**config.mk**
```make
export PLATFORM = sky130hd
export DESIGN_NAME = ftrb_ctrl
export DESIGN_NICKNAME = d
export VERILOG_FILES = /design/src/hw/rtl/assert_macros.svh /design/src/hw/rtl/ftrb_pkg.sv /design/src/hw/rtl/ftrb_ctrl.sv
export SDC_FILE = /design/constraint.sdc
export NUM_CORES = 1
export LEC_CHECK = 0
export BUFFER_PORTS_ARGS = -buffer_cell sky130_fd_sc_hd__buf_2
export CAP_MARGIN = 25
export CORE_MARGIN = 1.5
export CORE_UTILIZATION = 30
export DETAILED_ROUTE_END_ITERATION = 8
export PLACE_DENSITY_LB_ADDON = 0.25
export SYNTH_ARGS = -nofsm -noshare
export SYNTH_HDL_FRONTEND = slang
export SYNTH_SLANG_ARGS = --single-unit
export TNS_END_PERCENT = 30
```
**constraint.sdc**
```tcl
create_clock -name i_clk -period 2.6 [get_ports i_clk]
set_clock_uncertainty 0.1 [all_clocks]
set_input_delay 0.26 -clock i_clk [delete_from_list [all_inputs] [get_ports i_clk]]
set_output_delay 0.26 -clock i_clk [all_outputs]
set_load 0.02 [all_outputs]
```
**src/hw/rtl/assert_macros.svh**
```systemverilog
// assertion helpers used by ftrb_dp
`ifndef ASSERT_MACROS_SVH
`define ASSERT_MACROS_SVH

// plain check, sampled on the clock, off during reset
`define FTRB_ASSERT(lbl, prop, msg) \
    lbl: assert property (@(posedge i_clk) disable iff (!i_rst_n) prop) else $error(msg);

// condition this cycle implies consequence next cycle
`define FTRB_ASSERT_NEXT(lbl, cond, cons, msg) \
    lbl: assert property (@(posedge i_clk) disable iff (!i_rst_n) (cond) |=> (cons)) \
        else $error(msg);

`endif

```
**src/hw/rtl/ftrb_pkg.sv**
```systemverilog
// ----------------------------------------------------------------------------
// ftrb_pkg
// Widths, codes, command and status types of the trace ring buffer.
// ----------------------------------------------------------------------------
`default_nettype none

package ftrb_pkg;

    localparam int RECORD_DEPTH   = 32;
    localparam int FILTER_ENTRIES = 32;

    localparam int ACT_W   = 3;
    localparam int PID_W   = 23;
    localparam int STATE_W = 16;
    localparam int EXIT_W  = 6;
    localparam int NAME_W  = 64;
    localparam int TOTAL_W = 63;

    localparam int RA_W = $clog2(RECORD_DEPTH);
    localparam int RC_W = $clog2(RECORD_DEPTH + 1);
    localparam int FA_W = $clog2(FILTER_ENTRIES);
    localparam int FC_W = $clog2(FILTER_ENTRIES + 1);

    localparam logic [ACT_W-1:0] ACT_RECORD  = 3'd0;
    localparam logic [ACT_W-1:0] ACT_ENABLE  = 3'd1;
    localparam logic [ACT_W-1:0] ACT_DISABLE = 3'd2;
    localparam logic [ACT_W-1:0] ACT_READ    = 3'd3;
    localparam logic [ACT_W-1:0] ACT_CLEAR   = 3'd4;

    localparam logic [EXIT_W-1:0] EXIT_DEAD   = 6'd16;
    localparam logic [EXIT_W-1:0] EXIT_ZOMBIE = 6'd32;

    localparam logic [PID_W-1:0] PID_ALL = '1;

    typedef struct packed {
        logic [PID_W-1:0]   pid;
        logic [STATE_W-1:0] state;
        logic [NAME_W-1:0]  name_low;
        logic [NAME_W-1:0]  name_high;
    } t_rec;

    localparam int REC_W = $bits(t_rec);

    typedef struct packed {
        logic ready;
        logic mode_set;
        logic scan_start;
        logic f_step;
        logic f_hit;
        logic f_rd_next;
        logic sh_zero;
        logic sh_wr;
        logic f_dec;
        logic f_add;
        logic rec_wr;
        logic ring_clear;
        logic k_start;
        logic c_step;
        logic c_done;
        logic r_step;
        logic r_end;
    } t_cmd;

    typedef struct packed {
        logic             in_valid;
        logic [ACT_W-1:0] action;
        logic             pid_all;
        logic             pid_neg;
        logic             f_match;
        logic             i_end;
        logic             i1_end;
        logic             found;
        logic             mode_eq;
        logic             exclude;
        logic             full;
        logic             ring_empty;
        logic             k_last;
        logic             rec_match;
        logic             pend_v;
        logic             out_busy;
    } t_stat;

    typedef enum logic [14:0] {
        S_IDLE = 15'b000000000000001,
        S_DISP = 15'b000000000000010,
        S_FRD  = 15'b000000000000100,
        S_FCHK = 15'b000000000001000,
        S_FDEC = 15'b000000000010000,
        S_SRD  = 15'b000000000100000,
        S_SWR  = 15'b000000001000000,
        S_ADD  = 15'b000000010000000,
        S_REC  = 15'b000000100000000,
        S_RRD  = 15'b000001000000000,
        S_RCHK = 15'b000010000000000,
        S_REND = 15'b000100000000000,
        S_CRD  = 15'b001000000000000,
        S_CCHK = 15'b010000000000000,
        S_CEND = 15'b100000000000000
    } t_state;

endpackage

`default_nettype wire

```
**src/hw/rtl/ftrb_ctrl.sv**
```systemverilog
// ----------------------------------------------------------------------------
// ftrb_ctrl
// Sequencer: filter search and shift, ring append, read stream, compaction.
// ----------------------------------------------------------------------------
`default_nettype none

module ftrb_ctrl (
    input  wire logic           i_clk,
    input  wire logic           i_rst_n,
    input  wire ftrb_pkg::t_stat i_stat,
    output ftrb_pkg::t_cmd      o_cmd
);
    import ftrb_pkg::*;

    t_state r_state, n_state;

    always_ff @(posedge i_clk) begin
        if (!i_rst_n) begin
            r_state <= S_IDLE;
        end else begin
            r_state <= n_state;
        end
    end

    always_comb begin
        n_state = r_state;
        o_cmd   = '0;
        unique case (r_state)
            S_IDLE: begin
                o_cmd.ready = 1'b1;
                if (i_stat.in_valid) n_state = S_DISP;
            end
            S_DISP: begin
                unique case (i_stat.action)
                    ACT_RECORD: begin
                        if (i_stat.pid_neg) begin
                            n_state = S_IDLE;
                        end else begin
                            o_cmd.scan_start = 1'b1;
                            n_state = S_FRD;
                        end
                    end
                    ACT_ENABLE, ACT_DISABLE: begin
                        if (i_stat.pid_all) begin
                            o_cmd.mode_set = 1'b1;
                            n_state = S_IDLE;
                        end else if (i_stat.pid_neg) begin
                            n_state = S_IDLE;
                        end else begin
                            o_cmd.scan_start = 1'b1;
                            n_state = S_FRD;
                        end
                    end
                    ACT_READ: begin
                        o_cmd.k_start = 1'b1;
                        if ((i_stat.pid_neg && !i_stat.pid_all) || i_stat.ring_empty) begin
                            n_state = S_REND;
                        end else begin
                            n_state = S_RRD;
                        end
                    end
                    ACT_CLEAR: begin
                        if (i_stat.pid_all) begin
                            o_cmd.ring_clear = 1'b1;
                            n_state = S_IDLE;
                        end else if (i_stat.pid_neg) begin
                            n_state = S_IDLE;
                        end else begin
                            o_cmd.k_start = 1'b1;
                            n_state = i_stat.ring_empty ? S_CEND : S_CRD;
                        end
                    end
                    default: n_state = S_IDLE;
                endcase
            end
            S_FRD: begin
                n_state = i_stat.i_end ? S_FDEC : S_FCHK;
            end
            S_FCHK: begin
                if (i_stat.f_match) begin
                    o_cmd.f_hit = 1'b1;
                    n_state = S_FDEC;
                end else begin
                    o_cmd.f_step = 1'b1;
                    n_state = S_FRD;
                end
            end
            S_FDEC: begin
                if (i_stat.action == ACT_RECORD) begin
                    // listed in exclude mode or unlisted in include mode drops it
                    n_state = (i_stat.found == i_stat.exclude) ? S_IDLE : S_REC;
                end else if (i_stat.mode_eq) begin
                    n_state = i_stat.found ? S_SRD : S_IDLE;
                end else if (i_stat.found) begin
                    n_state = S_IDLE;
                end else if (i_stat.full) begin
                    o_cmd.sh_zero = 1'b1;
                    n_state = S_SRD;
                end else begin
                    n_state = S_ADD;
                end
            end
            S_SRD: begin
                o_cmd.f_rd_next = 1'b1;
                if (i_stat.i1_end) begin
                    o_cmd.f_dec = 1'b1;
                    n_state = i_stat.mode_eq ? S_IDLE : S_ADD;
                end else begin
                    n_state = S_SWR;
                end
            end
            S_SWR: begin
                o_cmd.f_rd_next = 1'b1;
                o_cmd.sh_wr = 1'b1;
                n_state = S_SRD;
            end
            S_ADD: begin
                o_cmd.f_add = 1'b1;
                n_state = S_IDLE;
            end
            S_REC: begin
                o_cmd.rec_wr = 1'b1;
                n_state = S_IDLE;
            end
            S_RRD: n_state = S_RCHK;
            S_RCHK: begin
                // hold while a second match waits for the output word to drain
                if (!(i_stat.rec_match && i_stat.pend_v && i_stat.out_busy)) begin
                    o_cmd.r_step = 1'b1;
                    n_state = i_stat.k_last ? S_REND : S_RRD;
                end
            end
            S_REND: begin
                if (!i_stat.out_busy) begin
                    o_cmd.r_end = 1'b1;
                    n_state = S_IDLE;
                end
            end
            S_CRD: n_state = S_CCHK;
            S_CCHK: begin
                o_cmd.c_step = 1'b1;
                n_state = i_stat.k_last ? S_CEND : S_CRD;
            end
            S_CEND: begin
                o_cmd.c_done = 1'b1;
                n_state = S_IDLE;
            end
            default: n_state = S_IDLE;
        endcase
    end
endmodule

`default_nettype wire

```
# [After elaboration in Yosys (flattened, before gate mapping)]
# Index checks and enable logic that the tools add are counted.
[word_totals] register_bits=15 inputBits=20 out_inout_bits=17
[op_classes] n_eq_ne=23 mux=53 n_reduce_logical=9
[ops] cell="15-bit case mux with 12 select lines" n=1
[ops] cell="15-bit 2-to-1 mux" n=11
[ops] cell="15-bit case mux with 4 select lines" n=1
[ops] cell="1-bit 2-to-1 mux" n=25
[ops] cell="12-bit 2-to-1 mux" n=2
[ops] cell="8-bit 2-to-1 mux" n=3
[ops] cell="15-bit by 1-bit == test with 1-bit output (second input constant)" n=1
[ops] cell="15-bit by 10-bit == test with 1-bit output (second input constant)" n=1
[ops] cell="15-bit by 11-bit == test with 1-bit output (second input constant)" n=1
[ops] cell="15-bit by 12-bit == test with 1-bit output (second input constant)" n=1
[ops] cell="15-bit by 13-bit == test with 1-bit output (second input constant)" n=1
[ops] cell="15-bit by 14-bit == test with 1-bit output (second input constant)" n=1
[ops] cell="15-bit == test (second input constant)" n=1
[ops] cell="15-bit by 2-bit == test with 1-bit output (second input constant)" n=1
[ops] cell="15-bit by 3-bit == test with 1-bit output (second input constant)" n=1
[ops] cell="15-bit by 4-bit == test with 1-bit output (second input constant)" n=1
[ops] cell="15-bit by 5-bit == test with 1-bit output (second input constant)" n=1
[ops] cell="15-bit by 6-bit == test with 1-bit output (second input constant)" n=1
[ops] cell="15-bit by 7-bit == test with 1-bit output (second input constant)" n=1
[ops] cell="15-bit by 8-bit == test with 1-bit output (second input constant)" n=1
[ops] cell="15-bit by 9-bit == test with 1-bit output (second input constant)" n=1
[ops] cell="5-bit 2-to-1 mux" n=2
[ops] cell="9-bit 2-to-1 mux" n=1
[ops] cell="3-bit by 2-bit == test with 1-bit output (second input constant)" n=2
[ops] cell="14 further kinds" n=22

# [Logic depth before layout (Yosys ltp)]
# Gate-level depths: netlist of the first run.
[logic_depth] depth_word=6 mapped_depth=6 mapped_depth_nobuf=5

# [Least setup slack after synthesis of the first run]
# OpenSTA, ideal clock, no wires.
[synth_path] path_kind="register -> output" startpoint="register r_state[0]" endpoint="output o_cmd[6] in the netlist's numbering" arrival_time_ps=1960 required_ps=2240 path_slack_ps=280 path_stages_with_launch=4 path_buffers=0 path_cell_list="dfxtp_1 -> or4_4 -> or3_4 -> nor4_1"
[synth_rtl] item="start, declared" line_no="ftrb_ctrl.sv:15" source="t_state r_state, n_state;"
[synth_rtl] item="start signal, assigned" line_no="ftrb_ctrl.sv:21" source="r_state <= n_state;"
[synth_rtl] item="end, declared" line_no="ftrb_ctrl.sv:11" source="output ftrb_pkg::t_cmd o_cmd"

==> impl_metrics.toml, run 1 <==
[layout]
largestRegisters = "r_state: 15 flops"
largest_register_ff_count = 15
number_of_antenna_cells_inserted = 0
synthToLayoutAreaGrowth_pct = 26.90
layout.cells.most_common = "buf_2"
share_of_final_layout_standard_cells_stronger_than_drive_strength_1_pct = 27.04
layout_fillers = 415
largest_register = "r_state"
layout.area.seq_um2 = 300.3
finalNetCount = 217
layout.cells.most_common_list = "buf_2 (36), nor2_1 (21), dfxtp_1 (15)"
multi_input_gate_area_um2 = 847.1

[critical_path]
crit_slowest_cell = "or4_1"
crit_path_cell_trace = "or4_1, nor4_1, and2_1, buf_2"
path_class = "reg -> out"
required_time_of_the_critical_path_ns = 2.24
crit_arrival_ns = 2.05
start_kind = "flop"
setup.worst_path.end_class = "primary output"
worstPathMaxFanout = 8
critical-path-max-stage-delay_ns = 0.59

[clock_network]
cts_root_buffer = "clkbuf_8"
clock_insertion_delay_worst_skew_ns = 0.25
tritoncts = "done"
postCtsSetupRepairBufs = 0
number_of_buffers_created_by_cts = 3
clk_transition_reported_paths_ns = 0.06
cts-hold-fix-buffers = 0
post_cts_resize_count = 0
cts_max_level = 1
ctsLongestPathBuffers = 2
clock_sinks = 15

[detailed_routing]
initialDrtViolationCount = 58
viasPerCell = 5.365
first_pass_iters = 4
count_of_unresolved_drc_violations_after_routing = 0
route.final.wire_length_mm = 3.365
drtAntennaViolNets = 0
via_count = 1309
post_drt_wl_per_cell_um = 13.79

[placed_design]
place_ws_ns = 0.4558
placer_congestion_estimate = 0.8547
detailedPlacementHpwl_mm = 2.609
io_buffer_count = 36

[global_routing]
grt_use_total_pct = 17.14
maximum_number_of_pins_on_one_net_before_global_route_repair = 15
antenna_found_initial = 0
grt_first_pass_wirelength_mm = 5.644
globalRouteOverflowTotal = 0
number_of_global_route_vias_before_repair = 1161

[synthesis]
yosys_warnings = 0
post_synthesis_instance_area_mm2 = 0.001167
postSynthAreaPerCell_um2 = 7.630
netlist_instances = 153
synth_fp_nets = 173
sequential_element_share_of_the_synthesized_area_pct = 25.72
yosys_register_bits = 15
distinct_cells_synth = 48

[sta]
timing.max_slew.rel_slack_pct = 64.12
period_minus_slack_ns = 2.412
setup_viol = 0
max_freq_ghz = 0.4145
worst_setup_slack_final_ns = 0.1877
finalHoldViolCount = 0
final.period_utilization_pct = 92.78
final_max_slew_viol_count = 0
setup-tns-final_ns = 0
timing_worst_slew_pin_value_ns = 0.5341
grt_setup_unrepaired = "no"

[pwr]
design_power_total_uw = 534.3
powerDensity_mw_per_mm2 = 360.7
power.leakage_nw = 0.6438
worst_ir_drop_vdd_uv = 247.3

[die]
dieHeight_um = 65.38
initial_utilization_pct = 31.65
fp.coreArea_mm2 = 0.003689
num_rows = 22
die_w_um = 65.38
floorplan.io_pins = 37
die_area_mm2 = 0.004275

[run]
cap_violations = 0

[min_path]
min_path_type = "in -> reg"

[outcome]
outcome = "finished clean"
## cells in the mapped netlist (all sizes together)
cell type  count  area, um2
a211o          1      8.760
a211oi         2      15.01
a21boi         1      7.510
a21oi          2      10.01
a22oi          4      30.03
a31oi          1      6.260
a32oi          1      8.760
and2           3      18.77
and3           5      31.28
and3b          1      8.760
and4           1      8.760
and4b          2      20.02
buf            1      5.000
clkbuf         1      3.750
dfxtp         15      300.3
inv            3      11.26
mux2i          1      10.01
nand2         10      37.54
nand2b         3      18.77
nand3          8      40.04
nand3b         1      7.510
nand4          4      25.02
nand4b         1      8.760
nor2          22      85.09
nor2b          9      56.30
nor3          11      60.06
nor3b          5      47.54
nor4           4      37.53
nor4b          2      17.52
o2111ai        1      8.760
o211a          1      10.01
o21a           5      37.54
o21ai          3      15.01
o22ai          3      25.02
o31ai          1      7.510
o32a           1      10.01
or3            5      36.28
or4            3      26.27
or4b           1      10.01
xnor2          2      17.52
xor2           2      17.52
## critical path: cells and delay by family (launching register included)
family        cells  cell delay [ns]
buf+inv           1             0.16
flops             1             0.38
simple gates      3             1.26
## layout make-up
cell class              instances  share of cell area [%]
clock buffers                   4                   3.041
flip-flops and latches         15                   20.27
inverters                       3                  0.7601
well taps                      48                   4.054
multi-input cells             133                   57.18
repair buffers                 41                   14.70
## path summary, 6_finish.rpt
path	from	to	slack, ns	depth (start not counted)
min	i_stat[10]	r_state[3]$_SDFFE_PN0P_	0.08	2
max reg2reg	r_state[0]$_SDFFE_PN1P_	r_state[0]$_SDFFE_PN1P_	0.52	5
min reg2reg	r_state[3]$_SDFFE_PN0P_	r_state[3]$_SDFFE_PN0P_	0.56	2
max	r_state[9]$_SDFFE_PN0P_	o_cmd[8]	0.19	4
## power breakdown
part	switching [mW]	internal [mW]	total, mW	leakage [nW]
clock network	0.0836	0.109	0.192	0.0228
registers	0.00448	0.233	0.238	0.121
logic	0.0596	0.0449	0.105	0.500
total	0.148	0.387	0.534	0.644
## per-stage QoR
stage               hold slack (ns)  std cells  instance area, um2  utilization [%]
finish                      0.08209        244                1481            40.16
global route                0.08370        244                1481            40.16
CTS                         0.08640        244                1481            40.16
detailed placement           0.3439        240                1436            38.94
global placement             0.3469        240                1436            38.94
floorplan                    0.2361        153                1167                -
## kinds of logic after synthesis
family / after synthesis / synth area share (%)
buffers and inverters: 5 / 1.714
xor gates and xnor gates: 4 / 3.002
and+or+nand+nor: 101 / 51.55
DFF: 15 / 25.72
AOI/OAI and AO/OA: 27 / 17.15
muxes: 1 / 0.8575
## per-layer routing
layer | global-route usage (%) | vias to the layer above | share of wire [%]
met4 | 6.510 | 0 | 1.4
met1 | 23.76 | 598 | 48
met3 | 3.767 | 6 | 5.7
li1 | - | 666 | -
met2 | 25.89 | 39 | 44
met5 | 0 | - | 0
Note: power is estimated with default switching activity, not from simulation.
==> run 2: changes to the inputs <==
Settings changed: ABC_AREA set to 1, CELL_PAD_IN_SITES_DETAIL_PLACEMENT set to 0, CELL_PAD_IN_SITES_GLOBAL_PLACEMENT set to 1, CORE_MARGIN 1.5 to unset.
==> run 2 against run 1 <==
Net effect: first-iteration DRC count shrank 6.9%; cell count grew 17%; combinational power grew to 3.8 times the previous value; cell area grew 3.3%; sequential share of layout area shrank 0.65 points; wire length shrank 12%; hold slack gained 0.0080 ns; non-clock buffer count shrank 5; utilization shrank 2.2 points; via count shrank 3.4%; largest cell class unchanged.
==> impl_metrics.toml, run 2 <==
[sta]
grt_setup_unrepaired = "no"
final.period_utilization_pct = 80.17
finalHoldViolCount = 0
max_freq_ghz = 0.4798
final_max_slew_viol_count = 0
setup_viol = 0
timing.max_slew.rel_slack_pct = 70.40
timing_worst_slew_pin_value_ns = 0.4435
whs_ns = 0.09009
setup-tns-final_ns = 0
period_minus_slack_ns = 2.084

[clock_network]
post_cts_resize_count = 0
clock_insertion_delay_worst_skew_ns = 0.25
ctsLongestPathBuffers = 2
tritoncts = "done"
cts_max_level = 1
postCtsSetupRepairBufs = 0
clock_sinks = 15
number_of_buffers_created_by_cts = 3
clk_transition_reported_paths_ns = 0.07
cts_root_buffer = "clkbuf_8"
cts-hold-fix-buffers = 0

[critical_path]
crit-reg2reg-capture = "r_state[0]$_SDFFE_PN1P_"
endpoint = "o_cmd[10]"
crit_path_cell_trace = "nor2_2, nand2_2, nor2_4, nand2_4, nor2_4, nand4_1, inv_1, buf_2"
crit_slowest_cell = "nor2_4"
worst-r2r-setup-slack_ns = 0.86
path_class = "reg -> out"
crit_arrival_ns = 1.72
rr_startpoint = "r_state[14]$_SDFFE_PN0P_"
critical-path-max-stage-delay_ns = 0.37
required_time_of_the_critical_path_ns = 2.24
worstPathMaxFanout = 11
cell_mode_on_critical_path = "nor2_4"
setup.worst_path.end_class = "primary output"
reg2regPathDepth = 10
start_kind = "flop"
critical_path_startpoint = "r_state[14]$_SDFFE_PN0P_"

[synthesis]
synth_area_leaders = "dfxtp_1 (24%), nand2_1 (11%), inv_1 (10%), nor2_1 (7.4%), nor2_2 (5.9%)"
sequential_element_share_of_the_synthesized_area_pct = 23.74
yosys_register_bits = 15
synth_fp_nets = 217
yosys_warnings = 0
synth_flop_cell = "dfxtp_1"
post_synthesis_instance_area_mm2 = 0.001265
synth.cells.most_frequent = "nand2_1 (37), inv_1 (35), nor2_1 (25)"
postSynthAreaPerCell_um2 = 6.421
synth.most_common_cell = "nand2_1"
synth_largest_type_area_fraction_pct = 23.74
synth_largest_area_cell = "dfxtp_1"
asyncSetResetFlopFracSynth_pct = 0
netlist_instances = 197
synth-edff-count = 0
distinct_cells_synth = 32

[die]
dieHeight_um = 66.94
fp.coreArea_mm2 = 0.004029
die_area_mm2 = 0.004480
num_rows = 23
initial_utilization_pct = 31.40
floorplan.io_pins = 37
die_w_um = 66.94

[detailed_routing]
count_of_unresolved_drc_violations_after_routing = 0
drtAntennaViolNets = 0
initialDrtViolationCount = 54
post_drt_wl_per_cell_um = 10.38
viasPerCell = 4.439
first_pass_iters = 4
via_count = 1265
route.final.wire_length_mm = 2.959

[global_routing]
grt_use_total_pct = 14.95
antenna_found_initial = 0
number_of_global_route_vias_before_repair = 1141
maximum_number_of_pins_on_one_net_before_global_route_repair = 13
globalRouteOverflowTotal = 0
grt_first_pass_wirelength_mm = 5.023

[pwr]
worst_ir_drop_vdd_uv = 208.2
power.leakage_nw = 0.8073
powerDensity_mw_per_mm2 = 563.5

[layout]
layout.cells.most_common = "nand2_1"
layout_fillers = 465
fin_util_pct = 37.98
layout.cells.most_common_list = "nand2_1 (37), buf_2 (36), inv_1 (35)"
largest_register = "r_state"
largest_register_ff_count = 15
finalNetCount = 256
fin_cells = 285
synthToLayoutAreaGrowth_pct = 20.97
number_of_antenna_cells_inserted = 0
share_of_final_layout_standard_cells_stronger_than_drive_strength_1_pct = 33.19
largestRegisters = "r_state: 15 flops"

[placed_design]
io_buffer_count = 36
detailedPlacementHpwl_mm = 2.508
placer_congestion_estimate = 0.8106
dp.cells = 281

[run]
cap_violations = 0

[min_path]
whs_path_depth = 2
min_path_type = "in -> reg"

[outcome]
outcome = "finished clean"
run 2: cell count changes in the layout (fill, tap and decap cells not counted), sizes merged, moves of 5 or more:
cell / before / now
or3: 5 / 0
nand2: 10 / 49
o21a: 5 / 0
buf: 41 / 36
a21oi: 2 / 7
nor2: 22 / 41
nand3: 8 / 17
nor2b: 9 / 0
inv: 3 / 36
run 2: layer usage:
layer	wire, um	track usage [%]	part of all wire (%)	vias to the layer above
met2	1302	23.36	44	26
met3	97	1.712	3.3	5
met1	1510	20.71	51	542
li1	-	-	-	692
met4	48	5.585	1.6	0
met5	0	0	0	-
run 2: power breakdown:
group / internal (mW) / total, mW / leakage (nW) / switching [mW]
Combinational: 0.129 / 0.402 / 0.660 / 0.273
Sequential: 0.250 / 0.266 / 0.121 / 0.0166
Clock: 0.106 / 0.194 / 0.0255 / 0.0880
run 2: cell type report:
type / count / area, um2 / share of cell area (%)
Multi-Input combinational cell: 143 / 800.8 / 52.33
Inverter: 37 / 140.1 / 9.158
Clock buffer: 3 / 41.29 / 2.698
Timing Repair Buffer: 36 / 180.2 / 11.77
Sequential cell: 15 / 300.3 / 19.62
Clock inverter: 1 / 5.005 / 0.3271
Tap cell: 50 / 62.56 / 4.088
run 2: worst min-delay path by stage:
stage                     from                      end  slack [ns]
floorplan           i_stat[10]  r_state[3]$_SDFFE_PN0P_        0.24
global placement    i_stat[10]  r_state[3]$_SDFFE_PN0P_        0.35
detailed placement  i_stat[10]  r_state[3]$_SDFFE_PN0P_        0.35
CTS                 i_stat[10]  r_state[3]$_SDFFE_PN0P_        0.09
global route        i_stat[10]  r_state[3]$_SDFFE_PN0P_        0.08
finish              i_stat[10]  r_state[3]$_SDFFE_PN0P_        0.09
run 2: logic make-up (layout without fill, tap and decap cells):
family | after synthesis | in the layout | share of synthesized area (%)
xor+xnor | 1 | 1 | 0.6925
flops | 15 | 15 | 23.74
buf+inv | 39 | 77 | 12.96
simple gates | 126 | 126 | 54.50
compound gates | 16 | 16 | 8.111
run 2: worst max-delay path, delay by kind of cell (launching register included):
kind                   cells  cell delay [ns]
and+or+nand+nor            6             0.92
DFF                        1             0.33
buffers and inverters      2             0.22
run 2: per-stage QoR:
step	power, mW	cell area, um2	setup WS [ns]
after floorplan	0.6036	1265	0.6993
after global placement	0.6815	1484	0.7756
after detailed placement	0.6755	1484	0.7639
after CTS	0.8703	1530	0.4846
after global routing	0.9299	1530	0.3082
final	0.8623	1530	0.5156
==> run 3: changes to the inputs <==
Clock period 2.6 ns to 2.1 ns, I/O delays scaled along.
==> run 3 against run 2 <==
Net effect: clock power rose by 20%; worst setup slack worse by 0.37 ns; global-route usage down 0.74 points; critical path depth unchanged; sequential share of layout area is 0.58 points lower; die area unchanged; non-clock buffer count is 3 higher; via count is 0.24% higher; cell count increased by 1.1%; first-iteration DRC count fell by 31%.
==> impl_metrics.toml, run 3 (same netlist as run 2, synthesis figures left out) <==
[layout]
finalNetCount = 259
stdcell_area_mm2 = 0.001577
layout_fillers = 467
share_of_final_layout_standard_cells_stronger_than_drive_strength_1_pct = 33.61
layout.cells.most_common_list = "nand2_1 (37), buf_2 (36), inv_1 (35)"
largest_register = "r_state"
number_of_antenna_cells_inserted = 0
largestRegisters = "r_state: 15 flops"
largest_register_ff_count = 15
layout.cells.most_common = "nand2_1"
fin_util_pct = 39.13
synthToLayoutAreaGrowth_pct = 24.63

[global_routing]
antenna_found_initial = 0
grt_first_pass_wirelength_mm = 4.850
number_of_global_route_vias_before_repair = 1137
grt_use_total_pct = 14.21
globalRouteOverflowTotal = 0
maximum_number_of_pins_on_one_net_before_global_route_repair = 13

[critical_path]
crit_slowest_cell = "dfxtp_1"
crit_path_cell_trace = "nor2_2, nand2_2, nor2_4, buf_12, buf_12, nand2_4, nor2_1, buf_2"
setup.worst_path.end_class = "primary output"
crit_arrival_ns = 1.64
start_kind = "flop"
critical-path-max-stage-delay_ns = 0.34
path_delay_family = "simple AND/OR/NAND/NOR gates"
path_class = "reg -> out"
cell_mode_on_critical_path = "buf_12"
worstPathBufferInverterCount = 3
required_time_of_the_critical_path_ns = 1.79
worstPathMaxFanout = 8

[clock_network]
postCtsSetupRepairBufs = 0
clock_sinks = 15
cts-hold-fix-buffers = 0
post_cts_resize_count = 0
ctsLongestPathBuffers = 2
clk_transition_reported_paths_ns = 0.06
number_of_buffers_created_by_cts = 3
cts_max_level = 1
cts_root_buffer = "clkbuf_8"
clock_insertion_delay_worst_skew_ns = 0.24
tritoncts = "done"

[detailed_routing]
initialDrtViolationCount = 37
post_drt_wl_per_cell_um = 10.30
route.final.wire_length_mm = 2.966
count_of_unresolved_drc_violations_after_routing = 0
drtAntennaViolNets = 0
first_pass_iters = 4
via_count = 1268
viasPerCell = 4.403

[sta]
period_minus_slack_ns = 1.952
worst_setup_slack_final_ns = 0.1485
final.period_utilization_pct = 92.93
setup-tns-final_ns = 0
max_freq_ghz = 0.5124
finalHoldViolCount = 0
timing_worst_slew_pin_value_ns = 0.4309
timing.max_slew.rel_slack_pct = 71.24
grt_setup_unrepaired = "no"
setup_viol = 0
final_max_slew_viol_count = 0

[placed_design]
detailedPlacementHpwl_mm = 2.515
place_area_mm2 = 0.001484
place_ws_ns = 0.3031
placer_congestion_estimate = 0.7993
io_buffer_count = 36

[pwr]
power.leakage_nw = 0.8294
worst_ir_drop_vdd_uv = 307.1
powerDensity_mw_per_mm2 = 712.8

[die]
dieHeight_um = 66.94
num_rows = 23
die_w_um = 66.94
die_area_mm2 = 0.004480
initial_utilization_pct = 31.40
fp.coreArea_mm2 = 0.004029
floorplan.io_pins = 37

[run]
cap_violations = 0

[outcome]
outcome = "finished clean"

[min_path]
min_path_type = "in -> reg"
[run 3: cell types whose count changed in the layout (fill, tap and decap cells not counted)]
cell,change
buf_4,+1
clkinv_2,-1
clkbuf_1,+1
buf_12,+2
[run 3: worst paths after layout]
kind                              endpoint  cells past startpoint                startpoint  slack (ns)
setup / recovery                 o_cmd[13]                      8  r_state[10]$_SDFFE_PN0P_        0.15
hold / removal     r_state[6]$_SDFFE_PN0P_                      2                 i_stat[9]        0.04
hold reg to reg   r_state[13]$_SDFFE_PN0P_                      2  r_state[12]$_SDFFE_PN0P_        0.43
setup reg to reg   r_state[0]$_SDFFE_PN1P_                     10   r_state[2]$_SDFFE_PN0P_        0.38
[run 3: stage by stage]
stage,std cells,hold slack [ns],total power [mW]
global placement,281,0.3035,0.8455
detailed placement,281,0.3016,0.8371
CTS,285,0.04147,1.074
floorplan,197,0.1880,0.7474
global route,288,0.04146,1.209
finish,288,0.04291,1.124
[run 3: cell type report]
cell class / count / area [um2] / area share (%)
multi-input cells: 143 / 800.8 / 50.79
flip-flops and latches: 15 / 300.3 / 19.05
inverters: 37 / 140.1 / 8.889
clock buffers: 4 / 45.04 / 2.857
repair buffers: 39 / 227.7 / 14.44
well taps: 50 / 62.56 / 3.968
[run 3: power breakdown]
group / internal [mW] / switching, mW / leakage, nW
combinational: 0.207 / 0.351 / 0.685
clock: 0.134 / 0.0986 / 0.0228
sequential: 0.310 / 0.0228 / 0.121
[run 3: layer usage]
layer  part of all wire, %  wire (um)  vias to the layer above  track usage (%)
li1                      -          -                      701                -
met3                   3.3         97                        0            1.712
met2                    46       1358                       24            22.35
met5                     0          0                        -                0
met4                     0          0                        0            3.191
met1                    51       1509                      543            20.33
[run 3: worst register-to-register path: cells and delay by family (launching register included)]
kind	cells	cell delay (ns)
DFF	1	0.34
and+or+nand+nor	10	1.19
